File: src/egg_pkg.sv
// shared types and constants of the elias gamma gap encoder
package egg_pkg;

  localparam int POS_W    = 32;  // width of the position field
  localparam int BYTE_W   = 8;
  localparam int PEND_W   = 7;   // leftover code bits, left aligned
  localparam int PCNT_W   = 3;
  localparam int STREAM_W = 72;  // pending bits plus the longest code word, byte padded
  localparam int LEN_W    = 7;
  localparam int SHIFT_W  = 5;
  localparam int STEP_W   = 3;

  localparam logic [STEP_W-1:0] LAST_STEP = 3'd4;

  typedef enum logic [4:0] {
    ST_IDLE  = 5'b00001,
    ST_NORM  = 5'b00010,
    ST_PLACE = 5'b00100,
    ST_EMIT  = 5'b01000,
    ST_ERR   = 5'b10000
  } state_t;

  typedef struct packed {
    logic load;
    logic norm;
    logic place;
    logic emit;
    logic err_out;
  } cmd_t;

  typedef struct packed {
    logic bad;
    logic norm_last;
    logic emit_final;
    logic out_free;
  } stat_t;

endpackage

File: src/egg_ctrl.sv
// controller state machine of the elias gamma gap encoder
module egg_ctrl (
  input  logic          clk,
  input  logic          rst,
  input  logic          in_valid,
  output logic          in_ready,
  output egg_pkg::cmd_t cmd,
  input  egg_pkg::stat_t stat
);
  import egg_pkg::*;

  state_t state;
  state_t state_next;

  always_ff @(posedge clk) begin
    if (rst) begin
      state <= ST_IDLE;
    end else begin
      state <= state_next;
    end
  end

  assign in_ready = (state == ST_IDLE);

  always_comb begin
    cmd        = '0;
    state_next = state;
    case (state)
      ST_IDLE: begin
        if (in_valid) begin
          cmd.load   = 1'b1;
          state_next = stat.bad ? ST_ERR : ST_NORM;
        end
      end
      ST_ERR: begin
        if (stat.out_free) begin
          cmd.err_out = 1'b1;
          state_next  = ST_IDLE;
        end
      end
      ST_NORM: begin
        cmd.norm = 1'b1;
        if (stat.norm_last) begin
          state_next = ST_PLACE;
        end
      end
      ST_PLACE: begin
        cmd.place  = 1'b1;
        state_next = ST_EMIT;
      end
      ST_EMIT: begin
        if (stat.out_free) begin
          cmd.emit = 1'b1;
          if (stat.emit_final) begin
            state_next = ST_IDLE;
          end
        end
      end
      default: begin
        state_next = ST_IDLE;
      end
    endcase
  end

endmodule

File: src/egg_datapath.sv
// datapath: gap compute, leading-one normalizer, bit stream packer and output register
module egg_datapath #(
  parameter int VALUE_BITS = 32
) (
  input  logic                          clk,
  input  logic                          rst,
  input  egg_pkg::cmd_t                 cmd,
  output egg_pkg::stat_t                stat,
  input  logic [egg_pkg::POS_W-1:0]     in_pos,
  input  logic                          in_end,
  output logic [egg_pkg::BYTE_W-1:0]    out_byte,
  output logic                          out_last,
  output logic                          out_bad,
  output logic                          out_valid,
  input  logic                          out_ready
);
  import egg_pkg::*;

  localparam int ALIGN = POS_W - VALUE_BITS;

  // list state
  logic [VALUE_BITS-1:0] prev_pos;
  logic                  at_start;
  logic [PEND_W-1:0]     pend_left;
  logic [PCNT_W-1:0]     pend_cnt;

  // per item work registers
  logic [VALUE_BITS-1:0] pos_r;
  logic                  last_r;
  logic [POS_W-1:0]      norm;
  logic [SHIFT_W-1:0]    lz;
  logic [STEP_W-1:0]     step;
  logic [STREAM_W-1:0]   stream;
  logic [LEN_W-1:0]      len;

  logic [VALUE_BITS-1:0] pos_in;
  logic [VALUE_BITS-1:0] value;
  logic                  bad;

  assign pos_in = in_pos[VALUE_BITS-1:0];

  // gap, or position+1 at the head of a list
  always_comb begin
    if (at_start) begin
      bad   = &pos_in;
      value = pos_in + VALUE_BITS'(1);
    end else begin
      bad   = (pos_in <= prev_pos);
      value = pos_in - prev_pos;
    end
  end

  // one step of the binary leading-zero search: 16, 8, 4, 2, 1
  logic [SHIFT_W-1:0] amt;
  logic               top_zero;
  always_comb begin
    case (step)
      3'd0:    amt = 5'd16;
      3'd1:    amt = 5'd8;
      3'd2:    amt = 5'd4;
      3'd3:    amt = 5'd2;
      default: amt = 5'd1;
    endcase
    top_zero = ~|(norm & ~({POS_W{1'b1}} >> amt));
  end

  // placement of the code word behind the pending bits
  logic [SHIFT_W-1:0]  n_top;
  logic [5:0]          place_amt;
  logic [STREAM_W-1:0] stream_place;
  logic [LEN_W-1:0]    len_place;
  always_comb begin
    n_top        = SHIFT_W'(POS_W - 1) - lz;
    place_amt    = 6'(pend_cnt) + 6'(n_top);
    stream_place = {pend_left, {(STREAM_W-PEND_W){1'b0}}}
                 | ({norm, {(STREAM_W-POS_W){1'b0}}} >> place_amt);
    len_place    = LEN_W'(pend_cnt) + LEN_W'({n_top, 1'b0}) + LEN_W'(1);
  end

  // byte emission
  logic                has_byte;
  logic [LEN_W-1:0]    rem_len;
  logic [STREAM_W-1:0] rem_stream;
  logic                emit_final;
  logic                emit_write;
  always_comb begin
    has_byte   = (len >= LEN_W'(BYTE_W));
    rem_len    = has_byte ? (len - LEN_W'(BYTE_W)) : len;
    rem_stream = has_byte ? (stream << BYTE_W) : stream;
    if (has_byte) begin
      emit_final = (rem_len < LEN_W'(BYTE_W)) && !(last_r && (rem_len != '0));
    end else begin
      emit_final = 1'b1;
    end
    // a short tail leaves only as the zero padded flush byte
    emit_write = has_byte || (last_r && (len != '0));
  end

  assign stat.bad        = bad;
  assign stat.norm_last  = (step == LAST_STEP);
  assign stat.emit_final = emit_final;
  assign stat.out_free   = !out_valid || out_ready;

  always_ff @(posedge clk) begin
    if (cmd.load) begin
      pos_r  <= pos_in;
      last_r <= in_end;
      norm   <= POS_W'(value) << ALIGN;
      lz     <= '0;
      step   <= '0;
    end else if (cmd.norm) begin
      step <= step + STEP_W'(1);
      if (top_zero) begin
        norm <= norm << amt;
        lz   <= lz + amt;
      end
    end
    if (cmd.place) begin
      stream <= stream_place;
      len    <= len_place;
    end else if (cmd.emit) begin
      stream <= rem_stream;
      len    <= rem_len;
    end
  end

  always_ff @(posedge clk) begin
    if (rst) begin
      prev_pos  <= '0;
      at_start  <= 1'b1;
      pend_left <= '0;
      pend_cnt  <= '0;
    end else if (cmd.emit && emit_final) begin
      if (last_r) begin
        prev_pos  <= '0;
        at_start  <= 1'b1;
        pend_left <= '0;
        pend_cnt  <= '0;
      end else begin
        prev_pos  <= pos_r;
        at_start  <= 1'b0;
        pend_left <= rem_stream[STREAM_W-1 -: PEND_W];
        pend_cnt  <= rem_len[PCNT_W-1:0];
      end
    end
  end

  // output register
  always_ff @(posedge clk) begin
    if (rst) begin
      out_valid <= 1'b0;
    end else if (cmd.err_out || (cmd.emit && emit_write)) begin
      out_valid <= 1'b1;
    end else if (out_ready) begin
      out_valid <= 1'b0;
    end
  end

  always_ff @(posedge clk) begin
    if (cmd.err_out) begin
      out_byte <= '0;
      out_last <= 1'b1;
      out_bad  <= 1'b1;
    end else if (cmd.emit && emit_write) begin
      out_byte <= stream[STREAM_W-1 -: BYTE_W];
      out_last <= emit_final;
      out_bad  <= 1'b0;
    end
  end

endmodule

File: src/elias_gamma_gap_encoder.sv
// elias gamma gap encoder top level: one item at a time, bytes leave through an output register
// an item holds the input through the accept, 5 normalizer steps, the placement and one code
// byte per cycle while the output is free (at least one); out-of-order items send an error beat
// the first byte of an item reaches the output register after the normalizer and placement
// rate is set by the five-step leading-zero normalizer and the single byte output port
// synchronous active-high reset clears the list state, the controller and the output valid
module elias_gamma_gap_encoder #(
  parameter int VALUE_BITS = 32
) (
  input  logic        clk,
  input  logic        rst,
  input  logic        s_axis_tvalid,
  output logic        s_axis_tready,
  input  logic [31:0] s_axis_tdata,   // [31:0] position
  input  logic        s_axis_tlast,   // list_end
  output logic        m_axis_tvalid,
  input  logic        m_axis_tready,
  output logic [7:0]  m_axis_tdata,   // [7:0] out_byte
  output logic        m_axis_tlast,   // run_last
  output logic        m_axis_tuser    // [0] bad_order
);
  import egg_pkg::*;

  cmd_t  cmd;
  stat_t stat;

  egg_ctrl u_ctrl (
    .clk      (clk),
    .rst      (rst),
    .in_valid (s_axis_tvalid),
    .in_ready (s_axis_tready),
    .cmd      (cmd),
    .stat     (stat)
  );

  egg_datapath #(
    .VALUE_BITS (VALUE_BITS)
  ) u_datapath (
    .clk       (clk),
    .rst       (rst),
    .cmd       (cmd),
    .stat      (stat),
    .in_pos    (s_axis_tdata),
    .in_end    (s_axis_tlast),
    .out_byte  (m_axis_tdata),
    .out_last  (m_axis_tlast),
    .out_bad   (m_axis_tuser),
    .out_valid (m_axis_tvalid),
    .out_ready (m_axis_tready)
  );

endmodule

File: config.mk
export PLATFORM = sky130hd
export DESIGN_NAME = elias_gamma_gap_encoder
export DESIGN_NICKNAME = d
export VERILOG_FILES = /design/src/egg_pkg.sv /design/src/egg_ctrl.sv /design/src/egg_datapath.sv /design/src/elias_gamma_gap_encoder.sv
export SDC_FILE = /design/constraint.sdc
export NUM_CORES = 1
export LEC_CHECK = 0
export BUFFER_PORTS_ARGS = -buffer_cell sky130_fd_sc_hd__buf_4
export CORE_MARGIN = 4
export CORE_UTILIZATION = 50
export CTS_CLUSTER_SIZE = 30
export DETAILED_ROUTE_END_ITERATION = 6
export PLACE_DENSITY = 0.66
export RECOVER_POWER = 25
export SETUP_SLACK_MARGIN = 0.05
export SLEW_MARGIN = 10
export SYNTH_ARGS = -nofsm -noshare
export SYNTH_HDL_FRONTEND = slang
export SYNTH_SLANG_ARGS = --single-unit
export TNS_END_PERCENT = 50
File: constraint.sdc
create_clock -name clk -period 11.65 [get_ports clk]
set_clock_uncertainty 0.2 [all_clocks]
set_input_delay 0.5825 -clock clk [delete_from_list [all_inputs] [get_ports clk]]
set_output_delay 0.5825 -clock clk [all_outputs]
set_load 0.02 [all_outputs]
==> results of run 1 <==
## per-layer routing
metal / track usage / share of wire / vias up
met3: 0.0325 / 0.065 / 145
li1: - / - / 6334
met1: 0.354 / 0.41 / 6437
met5: 0 / 0 / -
met2: 0.456 / 0.48 / 580
met4: 0.113 / 0.051 / 0
## state kept, by name, indices dropped and copies added (netlist names)
name and count:
u_datapath.out_byte 8, u_datapath.out_bad 1, u_ctrl.state 5, u_datapath.len 7, u_datapath.pos_r 32, u_datapath.step 3, u_datapath.out_valid 1, u_datapath.prev_pos 32
u_datapath.last_r 1, u_datapath.lz 5, u_datapath.at_start 1, u_datapath.pend_left 7, u_datapath.stream 72, u_datapath.out_last 1, u_datapath.norm 32, u_datapath.pend_cnt 3
## how the worst min path moves through the flow
stage | start | end | slack (ns) | cells past startpoint
floorplan | u_datapath.prev_pos[10]$_SDFFE_PP0P_ | u_datapath.prev_pos[10]$_SDFFE_PP0P_ | 0.23 | 2
global placement | u_datapath.out_bad$_SDFFE_PP1P_ | u_datapath.out_bad$_SDFFE_PP1P_ | 0.24 | 1
detailed placement | u_datapath.prev_pos[26]$_SDFFE_PP0P_ | u_datapath.prev_pos[26]$_SDFFE_PP0P_ | 0.24 | 2
CTS | s_axis_tdata[3] | u_datapath.pos_r[3]$_DFFE_PP_ | 0.05 | 1
global route | m_axis_tready | u_datapath.out_last$_SDFFE_PP1P_ | 0.17 | 3
finish | s_axis_tvalid | u_ctrl.state[2]$_SDFFE_PP0P_ | 0.16 | 3
## area by class of cell
cell class | count | area share
multi-input cells | 1334 | 0.536
flip-flops and latches | 211 | 0.347
clock buffers | 26 | 0.0378
well taps | 390 | 0.0299
repair buffers | 71 | 0.0224
inverters | 64 | 0.0147
clock inverters | 18 | 0.0119
## report_power, final
| group | switching [uW] | total, uW | internal, uW |
|---|---|---|---|
| clock network | 315 | 770 | 455 |
| registers | 60.7 | 898 | 837 |
| logic | 273 | 428 | 155 |
| total | 649 | 2100 | 1450 |
## cells by family (layout without fill, tap and decap cells)
| family | Yosys count | count (layout) | share of synthesized area |
|---|---|---|---|
| and+or+nand+nor | 605 | 605 | 0.189 |
| AOI/OAI and AO/OA | 496 | 496 | 0.208 |
| DFF | 211 | 211 | 0.375 |
| buffers and inverters | 174 | 179 | 0.0487 |
| muxes | 114 | 114 | 0.0946 |
| xor gates and xnor gates | 67 | 67 | 0.0389 |
| adders and majority gates | 52 | 52 | 0.0451 |
## cell usage in the layout, fill, tap and decap left out, types with 9 or more instances in the layout
cell type	count
mux4_2	22
buf_4	24
xor2_1	28
clkbuf_16	24
nand4_1	10
nand2b_1	13
and3_1	27
a22oi_1	17
dfxtp_1	67
nor2b_1	16
mux2i_1	82
a31oi_1	23
a22o_1	10
o22ai_1	12
o21ai_0	120
nand3_1	41
ha_1	47
inv_1	59
xnor2_1	35
nor2_1	146
o211ai_1	11
a221oi_1	10
o221ai_1	20
nand2_1	236
nand3b_1	40
clkbuf_1	46
edfxtp_1	144
a211oi_1	9
a21o_1	18
mux2_2	10
a21oi_1	166
nor3_1	30
a221o_1	15
## worst register-to-register path, cell delays in order, from the launching register on
cell,delay (ns)
dfxtp_1,0.33
nor4_1,0.27
and2_0,0.28
nand2_1,0.08
clkbuf_1,0.66
clkinv_1,0.22
clkbuf_1,2.32
nand2_1,0.84
o221ai_1,0.40
a41oi_1,0.08
o211ai_1,0.21
## metrics by stage
step,utilization,power [uW]
finish,0.550,2100
global placement,0.528,1330
floorplan,-,1170
CTS,0.556,2100
global route,0.550,2170
detailed placement,0.528,1330
==> impl_metrics.env, run 1 <==
export IMPL_status="complete, but fails checks"
export IMPL_violations="DRC, capacitance limit, slew limit"
export IMPL_fillers=2737
export IMPL_rr_startpoint="u_ctrl.state[1]$_SDFFE_PP0P_"
export IMPL_grt_antenna_before_repair=0
export IMPL_dp_cells=2069
export IMPL_clock_path_buffers=3
export IMPL_fin_crit_ns=6.09
export IMPL_viasPerCell=6.38
export IMPL_layout_setup_ws_ns=5.56
export IMPL_cts_num_sinks=211
export IMPL_antennaDiodeCount=0
export IMPL_fp_dieW_um=182
export IMPL_synth_seq_cells=211
export IMPL_gp_congestion=0.961
export IMPL_power_density_nw_per_um2=128
export IMPL_netlist_area_um2=15100
export IMPL_final_setup_viol_count=0
export IMPL_cts_buffers=24
export IMPL_cp_required_ns=11.80
export IMPL_syn_num_nets=1808
export IMPL_path_clk_slew_ns=0.06
export IMPL_finalCritPeriodShare=0.522
export IMPL_r2r_end="u_datapath.norm[29]$_DFFE_PP_"
export IMPL_grt_max_degree=67
export IMPL_ys_flop_type="edfxtp_1"
export IMPL_htreeDepth=1
export IMPL_cts_tree="done"
export IMPL_ant_nets=0
export IMPL_post_place_ws_ns=7.16
export IMPL_grt_ovfl_total=0
export IMPL_hold_class="primary input to flop"
export IMPL_path_depth=10
export IMPL_die_y_um=182
export IMPL_firstDrtPassIters=7
export IMPL_ff2ff_path_depth=10
export IMPL_grt_pass1_wl_um=72600
export IMPL_synthDistinctLibCells=81
export IMPL_yosysTopAreaCellShare=0.286
export IMPL_fin_cells=2114
export IMPL_placed_area_um2=15700
export IMPL_cts_hold_buf=1
export IMPL_rows=63
export IMPL_cts_setup_buffers=0
export IMPL_syn_avg_cell_area_um2=8.79
export IMPL_max_slew_margin=-1.17
export IMPL_whs_ns=0.158
export IMPL_arrival_ns=6.23
export IMPL_cts_resized_gates=0
export IMPL_r2r_slack_ns=5.56
export IMPL_finalSetupTns_ns=0
export IMPL_worstMarginPinSlew_ns=3.26
export IMPL_first_iter_violations=1426
export IMPL_final_hold_viol_count=0
export IMPL_fmax_mhz=164
export IMPL_path_buf_inv=3
export IMPL_grt_util_all_layers=0.271
export IMPL_wl_per_cell_um=22.1
export IMPL_synth_area_leader_cell="edfxtp_1"
export IMPL_design_area_um2=16300
export IMPL_critPathCaptureType="flop"
export IMPL_grt_pass1_vias=12900
export IMPL_drive_above_1_share=0.0696
export IMPL_drv_cap=2
export IMPL_crit_fanout=57
export IMPL_clk_latency_ns=0.54
export IMPL_worst_path_max_delay_cell="clkbuf_1"
export IMPL_power_leakage_uw=0.00582
export IMPL_cts_root_buffer="clkbuf_16"
export IMPL_startpoint_type="flop"
export IMPL_syn2layout_area_growth_pct=8.14
export IMPL_synth_edf_count=144
export IMPL_crit_chain="nor4_1, and2_0, nand2_1, clkbuf_1, clkinv_1, clkbuf_1, nand2_1, o221ai_1, a41oi_1, o211ai_1"
export IMPL_yosys_cell_count_top_type="nand2_1"
export IMPL_ir_drop_v=0.000120
export IMPL_synthCells=1719
export IMPL_start_util=0.508
export IMPL_vias=13500
export IMPL_slowest_delay_ns=2.32
export IMPL_place_hpwl_um=33600
export IMPL_numPortBuffers=48
export IMPL_die_area_um2=33000
export IMPL_crit_type="flop to flop"
export IMPL_fp_coreArea_um2=29700
export IMPL_synth_async_reset_ratio=0
export IMPL_ioPinCount=49
export IMPL_crit_end="u_datapath.norm[29]$_DFFE_PP_"
export IMPL_multi_input_comb_area_um2=8760
export IMPL_rsz0062_at_grt="no"
export IMPL_finalMaxSlewViolations=91
export IMPL_synth_common_cells="nand2_1 (236), a21oi_1 (166), nor2_1 (147), edfxtp_1 (144), o21ai_0 (121)"
export IMPL_drc=1
export IMPL_wirelength_um=46600
export IMPL_yosysSeqAreaShare=0.375
export IMPL_crit_start="u_ctrl.state[1]$_SDFFE_PP0P_"
export IMPL_yosysWarnings=0
export IMPL_crit_family="buffers and inverters"
export IMPL_regArea_um2=5670
export IMPL_fin_nets=1795
export IMPL_synth_area_leaders="edfxtp_1 (29%), dfxtp_1 (8.9%), nand2_1 (5.9%)"
(Power assumes the default switching activity.)
==> run 2: changes to the inputs <==
Clock period 11.65 ns to 6.37 ns, I/O delays scaled along.
==> run 2 against run 1 <==
  * The run ends with capacitance limit, slew limit left
  * Sequential power rose by 83%
  * Critical path depth unchanged
  * Cell count is 1.8% higher
  * Combinational power is 88% higher
  * Flip-flop and latch count is the same
  * Fmax grew 30%
  * Wire length increased by 2.9%
  * First-iteration DRC count up 3.3%
  * Worst hold slack got worse by 0.10 ns
  * Worst setup slack got worse by 3.9 ns
  * Highest routed layer unchanged
  * Largest cell class unchanged
  * Cell area rose by 2.1%
==> impl_metrics.env, run 2 (synthesis results as in run 1) <==
export IMPL_cts_num_sinks=211
export IMPL_status="complete, but fails checks"
export IMPL_die_y_um=182
export IMPL_grt_ovfl_total=0
export IMPL_crit_start="u_ctrl.state[1]$_SDFFE_PP0P_"
export IMPL_r2r_end="u_datapath.norm[17]$_DFFE_PP_"
export IMPL_grt_max_degree=66
export IMPL_fp_coreArea_um2=29700
export IMPL_placed_area_um2=15700
export IMPL_worst_path_max_delay_cell="clkbuf_1"
export IMPL_fin_nets=1831
export IMPL_fin_cells=2151
export IMPL_clk_latency_ns=0.55
export IMPL_fin_util=0.561
export IMPL_rows=63
export IMPL_multi_input_comb_area_um2=8760
export IMPL_ir_drop_v=0.000245
export IMPL_cts_tree="done"
export IMPL_violations="capacitance limit, slew limit"
export IMPL_top_register="u_datapath.stream"
export IMPL_cts_root_buffer="clkbuf_16"
export IMPL_cts_buffers=25
export IMPL_final_cell_mix="nand2_1 (236), a21oi_1 (166), nor2_1 (146), edfxtp_1 (144), o21ai_0 (120)"
export IMPL_vias=13700
export IMPL_design_area_um2=16700
export IMPL_rr_startpoint="u_ctrl.state[1]$_SDFFE_PP0P_"
export IMPL_first_iter_violations=1473
export IMPL_drv_cap=1
export IMPL_rsz0062_at_grt="no"
export IMPL_wl_per_cell_um=22.3
export IMPL_grt_util_all_layers=0.280
export IMPL_firstDrtPassIters=6
export IMPL_syn2layout_area_growth_pct=10.4
export IMPL_viasPerCell=6.37
export IMPL_crit_type="flop to flop"
export IMPL_hold_class="primary input to flop"
export IMPL_regArea_um2=5670
export IMPL_start_util=0.508
export IMPL_cts_setup_buffers=0
export IMPL_dp_cells=2070
export IMPL_final_setup_viol_count=0
export IMPL_ff2ff_path_depth=10
export IMPL_finalCritPeriodShare=0.735
export IMPL_startpoint_type="flop"
export IMPL_layout_commonest_cell="nand2_1"
export IMPL_crit_fanout=37
export IMPL_slowest_delay_ns=1.20
export IMPL_finalPower_uw=3850
export IMPL_fin_crit_ns=4.68
export IMPL_grt_pass1_vias=13000
export IMPL_crit_end="u_datapath.norm[17]$_DFFE_PP_"
export IMPL_fmax_mhz=214
export IMPL_drive_above_1_share=0.0670
export IMPL_worstMarginPinSlew_ns=1.67
export IMPL_ioPinCount=49
export IMPL_critPathCaptureType="flop"
export IMPL_grt_antenna_before_repair=0
export IMPL_cp_required_ns=6.38
export IMPL_drc=0
export IMPL_power_density_nw_per_um2=231
export IMPL_power_leakage_uw=0.00597
export IMPL_gp_congestion=0.976
export IMPL_grt_pass1_wl_um=74600
export IMPL_die_area_um2=33000
export IMPL_arrival_ns=4.69
export IMPL_place_hpwl_um=34300
export IMPL_finalMaxSlewViolations=33
export IMPL_r2r_slack_ns=1.69
export IMPL_antennaDiodeCount=0
export IMPL_final_hold_viol_count=0
export IMPL_max_slew_margin=-0.116
export IMPL_largest_register_ffs=72
export IMPL_ant_nets=0
export IMPL_path_clk_slew_ns=0.06
export IMPL_numPortBuffers=48
export IMPL_fp_dieW_um=182
export IMPL_crit_chain="nor4_1, and2_0, nand2_1, clkbuf_1, inv_1, buf_4, a31oi_1, o21ai_0, a21oi_1, a221oi_1"
export IMPL_htreeDepth=1
export IMPL_finalSetupTns_ns=0
export IMPL_clock_path_buffers=3
export IMPL_wirelength_um=48000
export IMPL_fillers=2682
-- run 2: changes by cell type in the layout (fill, tap and decap cells not counted), moves of 2 or more --
cell,before,now
buf_4,24,26
clkbuf_1,46,51
clkinv_4,3,1
dlygate4sd3_1,1,35
inv_6,0,2
-- run 2: area by class of cell --
| type | instances | share of cell area |
|---|---|---|
| Multi-Input combinational cell | 1334 | 0.525 |
| Clock inverter | 13 | 0.00825 |
| Sequential cell | 211 | 0.340 |
| Inverter | 64 | 0.0144 |
| Clock buffer | 33 | 0.0399 |
| Tap cell | 390 | 0.0293 |
| Timing Repair Buffer | 106 | 0.0431 |
-- run 2: power breakdown --
| part | internal [uW] | switching [uW] | total, uW |
|---|---|---|---|
| combinational | 297 | 508 | 806 |
| clock | 824 | 582 | 1410 |
| sequential | 1530 | 110 | 1640 |
-- run 2: what timing repair did --
| item | in CTS | in global routing |
|---|---|---|
| endpoints found under the hold margin | 38 | 0 |
| hold buffers | 35 | 0 |
| resized for setup | 0 | 0 |
-- run 2: metal layers --
metal	up-vias	share of wire	wire, um	track usage
met5	-	0	0	0
met3	148	0.065	3100	0.0339
met1	6494	0.40	19300	0.360
li1	6406	-	-	-
met4	0	0.055	2630	0.128
met2	647	0.48	22900	0.474
-- run 2: worst max-delay path: cells and delay by family (launching register included) --
kind,cells,cell delay (ns)
AOI/OAI and AO/OA,4,0.68
buffers and inverters,3,2.66
and+or+nand+nor,3,0.39
DFF,1,0.38
-- run 2: per-stage QoR --
step	setup slack, ns	hold slack, ns
6_report	1.69	0.0561
5_1_grt	1.38	0.0809
4_1_cts	2.00	0.0399
3_5_place_dp	2.01	0.242
3_3_place_gp	2.05	0.238
2_1_floorplan	1.14	0.217
-- run 2: worst min path at each step --
stage                                          from                                    to  slack (ns)  depth (start not counted)
floorplan                              s_axis_tlast           u_datapath.last_r$_DFFE_PP_        0.22                          0
global placement    u_datapath.out_bad$_SDFFE_PP1P_       u_datapath.out_bad$_SDFFE_PP1P_        0.24                          1
detailed placement  u_datapath.out_bad$_SDFFE_PP1P_       u_datapath.out_bad$_SDFFE_PP1P_        0.24                          1
CTS                                             rst  u_datapath.pend_left[0]$_SDFFE_PP0P_        0.04                          2
global route                                    rst  u_datapath.pend_left[1]$_SDFFE_PP0P_        0.08                          2
finish                                          rst  u_datapath.pend_left[6]$_SDFFE_PP0P_        0.06                          2
